<file path="config.mk">
export PLATFORM = sky130hd
export DESIGN_NAME = vn_sqrt_pipe
export DESIGN_NICKNAME = d
export VERILOG_FILES = /design/src/hdl/vn_pkg.sv /design/src/hdl/vn_sqrt_pipe.sv
export SDC_FILE = /design/constraint.sdc
export NUM_CORES = 2
export LEC_CHECK = 0
export BUFFER_PORTS_ARGS = -buffer_cell sky130_fd_sc_hd__buf_2
export CAP_MARGIN = 15
export CORE_AREA = 2 2 272 475
export DETAILED_ROUTE_END_ITERATION = 6
export DIE_AREA = 0 0 274 477
export GPL_ROUTABILITY_DRIVEN = 0
export MAX_ROUTING_LAYER = met4
export PLACE_DENSITY = 0.79
export SETUP_SLACK_MARGIN = 0.2
export SYNTH_ARGS = -nofsm -noshare
export SYNTH_HDL_FRONTEND = slang
export SYNTH_SLANG_ARGS = --single-unit
</file>
<file path="constraint.sdc">
create_clock -name clk -period 4.5 [get_ports clk]
set_clock_uncertainty 0.2 [all_clocks]
set_input_delay 0.9 -clock clk [delete_from_list [all_inputs] [get_ports clk]]
set_output_delay 0.9 -clock clk [all_outputs]
set_load 0.01 [all_outputs]
</file>
<file path="src/hdl/vn_pkg.sv">
// Shared constants for the vector normalisation core.
`timescale 1ns / 1ps
`default_nettype none
package vn_pkg;
  localparam int IN_WIDTH_DEF = 24;
  localparam int OUT_FRAC_DEF = 22;
  // Fraction bits carried by the norm.
  localparam int NORM_FRAC    = 8;
endpackage
`default_nettype wire

</file>
<file path="src/hdl/vn_sqrt_pipe.sv">
// Pipelined digit-by-digit square root: one root bit per stage.
`timescale 1ns / 1ps
`default_nettype none
module vn_sqrt_pipe #(
  parameter int IN_WIDTH = vn_pkg::IN_WIDTH_DEF
) (
  input  wire logic                                   clk,
  input  wire logic [2*IN_WIDTH-1:0]                  sum_in,
  output logic      [IN_WIDTH+vn_pkg::NORM_FRAC-1:0]  norm_out
);
  localparam int SW  = 2 * IN_WIDTH;
  localparam int NW  = IN_WIDTH + vn_pkg::NORM_FRAC;
  localparam int RMW = NW + 2;

  logic [RMW-1:0] rem_r  [0:NW-1];
  logic [NW-1:0]  root_r [0:NW-1];
  logic [SW-1:0]  sum_r  [0:NW-1];

  for (genvar g = 0; g < NW; g++) begin : g_stage
    logic [RMW-1:0] rem_i;
    logic [NW-1:0]  root_i;
    logic [SW-1:0]  sum_i;
    logic [1:0]     pair;
    logic [RMW-1:0] shifted;
    logic [RMW-1:0] trial;
    if (g == 0) begin : g_first
      assign rem_i  = '0;
      assign root_i = '0;
      assign sum_i  = sum_in;
    end else begin : g_next
      assign rem_i  = rem_r[g-1];
      assign root_i = root_r[g-1];
      assign sum_i  = sum_r[g-1];
    end
    // The low radicand digits are the zero fraction pairs of the shifted sum.
    if (g < IN_WIDTH) begin : g_pair
      assign pair = sum_i[SW-1-2*g -: 2];
    end else begin : g_zero
      assign pair = 2'b00;
    end
    assign shifted = {rem_i[RMW-3:0], pair};
    assign trial   = {root_i, 2'b01};
    always_ff @(posedge clk) begin
      sum_r[g] <= sum_i;
      if (shifted >= trial) begin
        rem_r[g]  <= shifted - trial;
        root_r[g] <= {root_i[NW-2:0], 1'b1};
      end else begin
        rem_r[g]  <= shifted;
        root_r[g] <= {root_i[NW-2:0], 1'b0};
      end
    end
  end

  assign norm_out = root_r[NW-1];
endmodule
`default_nettype wire

</file>
Word level (Yosys, flattened, before mapping)
Memory sizes are Yosys's and may differ from the RTL's.
Index checks and enable logic that the tools add are counted.
Widths: inputs -> output; s select.
{"block": "totals", "reg_bits": 0, "elab_cells": 291, "inputBits": 49, "memories": 3, "output_inout_bits": 32, "mem_bits_rw": 3648}
{"block": "op_classes", "muxes": 160, "n_bitwise": 64, "magnitude_cmp": 32, "n_addsub": 32}
{"memory": "sum_r", "depth": 32, "width": 48, "read_ports": 31, "rd_clocked_by_memory_dff": 0, "write_ports": 32, "line": "vn_sqrt_pipe.sv:17", "text": "logic [SW-1:0] sum_r [0:NW-1];"}
{"memory": "rem_r", "depth": 32, "width": 34, "read_ports": 31, "rd_clocked_by_memory_dff": 0, "write_ports": 32, "line": "vn_sqrt_pipe.sv:15", "text": "logic [RMW-1:0] rem_r [0:NW-1];"}
{"memory": "root_r", "depth": 32, "width": 32, "read_ports": 32, "rd_clocked_by_memory_dff": 0, "write_ports": 32, "line": "vn_sqrt_pipe.sv:16", "text": "logic [NW-1:0] root_r [0:NW-1];"}
{"cell": "$mux 34", "count": 32}
{"cell": "$ge 34x34->1", "count": 31}
{"cell": "$sub 34x34->34", "count": 31}
{"cell": "$mux 32", "count": 32}
{"cell": "$mux 1", "count": 96}
{"cell": "$or 1x1->1", "count": 64}
{"cell": "$sub 2x1->3 const B", "count": 1}
{"cell": "$ge 2x1->1 const B", "count": 1}

Logic depth before layout (Yosys ltp)
An unclocked memory read counts as a cell.
{"block": "logic_depth", "depth_word": 5, "ltp_mapped": 17}

Worst setup path before layout
Ideal clock, no wire load.
{"block": "synth_path", "path_kind": "reg-to-reg", "start": "memory rem_r[1][341] (netlist name)", "end": "memory rem_r[1][393] (netlist name)", "slack_ps": 769, "setup_time_ps": 121, "required_ps": 4179, "arrival_time_ps": 3410, "path_stages_with_launch": 15, "path_cell_list": "dfxtp_1 inv_1 ha_1 inv_1 fa_1 nor2b_1 o2111ai_1 a311o_1 a2111oi_1 o41ai_1 a21oi_1 o31ai_1 nand3_2 buf_2 mux2_2"}
{"item": "start: declaration", "line": "vn_sqrt_pipe.sv:15"}

==> flow_summary.ini <==
[outcome]
status = complete, no violations

[timing]
drv_slew = 0
setup_viol = 0
setup_slack_ns = 0.328
finalHoldWorstSlack_ns = 0.0721
min_period_ns = 4.17
hold_viol_final = 0
worstMarginPinSlew_ns = 1.38
tns_ns = 0
timing.fmax_mhz = 240
min_period_over_period_pct = 92.7
relSlewSlack_pct = 6.94
rsz0062_at_grt = true

[synthesis]
ys_dominant_reg_cell = dfxtp_1
synthTopCellsByArea = dfxtp_1, ha_1, xnor2_1
synthesis.area_um2 = 79500
postSynthCellCount = 8156
yosysSeqAreaShare_pct = 50.8
synth_area_leader_cell = dfxtp_1
synth_edf_count = 0
yosysUniqueCellTypes = 97
ys_seq_elements = 2018
synth.top_cells.by_count = dfxtp_1, inv_1, nand2_1, ha_1
synth-async-reset-ratio_pct = 0
synth.avg_cell_area_um2 = 9.75
synth.top_cell.area_share_pct = 50.8
yosysWarnings = 0
synth_nets = 8758
synth_most_common_cell = dfxtp_1

[drt]
wl_per_cell_um = 18.3
drt.antenna.violating_nets = 0
vias_per_cell = 5.72
drc = 0
wl_mm = 187
initialDrtViolationCount = 2713
detail_route.first_pass.iterations = 6
vias = 58500

[finish]
drive_gt1_share_pct = 7.44
syn_to_final_growth_pct = 11.8
nets = 9007

[critical_path]
arrival_ns = 4.72
path_cells = inv_1 -> ha_1 -> nor3_1 -> a2111oi_0 -> buf_4 -> o221ai_1 -> a21oi_1 -> o211a_1 -> o311ai_0 -> and3_1 -> nand2b_1 -> nor4_2 -> xor2_1
cpPeakStageDelay_ns = 0.74
cp-start-kind = flip-flop
critical_path_class = reg2reg
critical_path.top_delay_family = compound AO/OA/AOI/OAI gates
crit_path_max_fanout = 4
endpoint_kind = flip-flop
slowest_stage = dfxtp_1
cp_data_required_time_ns = 5.05
cp_num_buf_inv = 2

[cts]
cts_made_buffers = 169
clock-sinks = 2018
cts.clk_slew.worst_paths_ns = 0.06
htree_levels = 4
root_buffer = clkbuf_16
cts_tree = yes
clk_latency_ns = 0.84
clockBufferDepth = 3

[global_routing]
grt_first_pass_wirelength_mm = 299
antenna_found_initial = 13
grt_max_degree = 54
grtUsageTotal_pct = 29.7
overflow = 0
grt_pass1_vias = 61900

[pwr]
p_int_mw = 34.3
power_frac_comb_pct = 20.0
sw_frac_of_total_pct = 30.1
ir_worst_vdd_uv = 546
seqPwrFrac_pct = 48.5
p_sw_mw = 14.7
pwr-share-clk_pct = 31.6
p_per_area_nw_per_um2 = 552
p_leak_nw = 42.8

[placed_design]
hpwl_mm = 139
post-place-ws_ns = 0.240
portBuffers = 80

[die]
ioPinCount = 81
initial_utilization_pct = 62.7
die_area_um2 = 131000
rows = 173
die_h_um = 477
die_width_um = 274
core_area_um2 = 127000

[run]
maxCapViolCount = 0

[min_path]
hold_path.class = in2reg
-- cell families after synthesis --
family / after synthesis / share of synthesized area [%]
AOI/OAI and AO/OA: 1705 / 13.3
xor gates and xnor gates: 744 / 8.20
other: 1 / 0.00472
and+or+nand+nor: 2175 / 13.5
adders and majority gates: 553 / 8.77
muxes: 93 / 1.30
DFF: 2018 / 50.8
buffers and inverters: 867 / 4.13
-- cell type report --
| class | instances | area [µm²] |
|---|---|---|
| sequential | 2018 | 40400 |
| timing repair buffer | 218 | 1650 |
| multi-input combinational | 5271 | 35900 |
| clock inverter | 89 | 1310 |
| antenna | 27 | 67.6 |
| clock buffer | 222 | 4680 |
| fill | 9113 | 38000 |
| tap | 1662 | 2080 |
| inverter | 727 | 2730 |
-- what timing repair did --
| action | 4_1_cts | 5_1_grt |
|---|---|---|
| endpoints found under the setup margin | 8 | 50 |
| setup buffers | 0 | 0 |
| pin swaps | 0 | 1 |
| resized for setup | 2 | 9 |
| hold buffers | 46 | 0 |
| endpoints found under the hold margin | 46 | 0 |
-- cell usage in the layout, fill, tap and decap left out, drive strengths merged, types with 41 or more instances in the layout --
cell	Yosys	final
or3	99	99
or4	49	49
buf	25	171
nand3	119	119
ha	546	546
nor2b	89	89
dlygate4sd3	0	46
inv	727	735
o21ai	447	447
o21bai	60	60
a211oi	41	41
nand2b	99	99
a31oi	41	41
o31ai	61	61
a21oi	531	531
nor3	235	235
nor4	98	98
nand4	69	69
and3	49	49
a21o	219	219
xor2	367	367
dfxtp	2018	2018
o21a	90	90
xnor2	377	377
or2	47	47
nand2	574	574
nor2	530	530
clkinv	0	48
clkbuf	115	223
mux2	84	84
-- worst reg2reg max path, delay by kind of cell (launching register included) --
family                   cells  cell delay, ns
flip-flops                   1            0.74
AND/OR/NAND/NOR              4            0.84
XOR/XNOR                     1            0.16
buffers and inverters        2            0.28
AO/OA/AOI/OAI                5            1.52
adder cells (fa/ha/maj)      1            0.35
-- power by group through the flow --
stage               clock (mW)  sequential [mW]  combinational [mW]
finish                    15.5             23.7                9.79
global route              16.4             24.1                10.9
CTS                       15.7             23.6                9.67
detailed placement           0             24.0                9.51
global placement             0             23.9                9.13
floorplan                    0             23.2                7.40
-- routing by layer --
metal  track usage [%]  up-vias  part of all wire [%]
met2              56.9     1513                    55
met5                 -        -                     0
met3              5.88     1006                   3.8
met1              21.8    27600                    30
li1                  -    28400                     -
met4              28.1        0                    11
-- worst paths after layout --
kind	from	endpoint	slack [ns]	cells past startpoint
worst min-delay path	sum_in[46]	rem_r[0][0]	0.07	2
worst max register to register	root_r[1][33]	rem_r[1][93]	0.33	13
worst min register to register	sum_r[0][685]	sum_r[0][733]	0.10	0
worst max-delay path	root_r[1][33]	rem_r[1][93]	0.33	13
-- per-stage QoR --
stage / instances / power (mW) / area [µm²] / utilization, %
floorplan: 8156 / 30.6 / 79500 / -
global placement: 9848 / 33.0 / 82300 / 64.9
detailed placement: 9848 / 33.5 / 82300 / 64.9
CTS: 10200 / 49.0 / 88700 / 69.9
global route: 10200 / 51.3 / 88800 / 70.0
finish: 10200 / 49.0 / 88800 / 70.0
-- flip-flops by register name (all words and copies together), names as in the netlist --
register,flops
rem_r,946
sum_r,552
root_r,520
No activity file was read; power rests on OpenSTA's default activity.
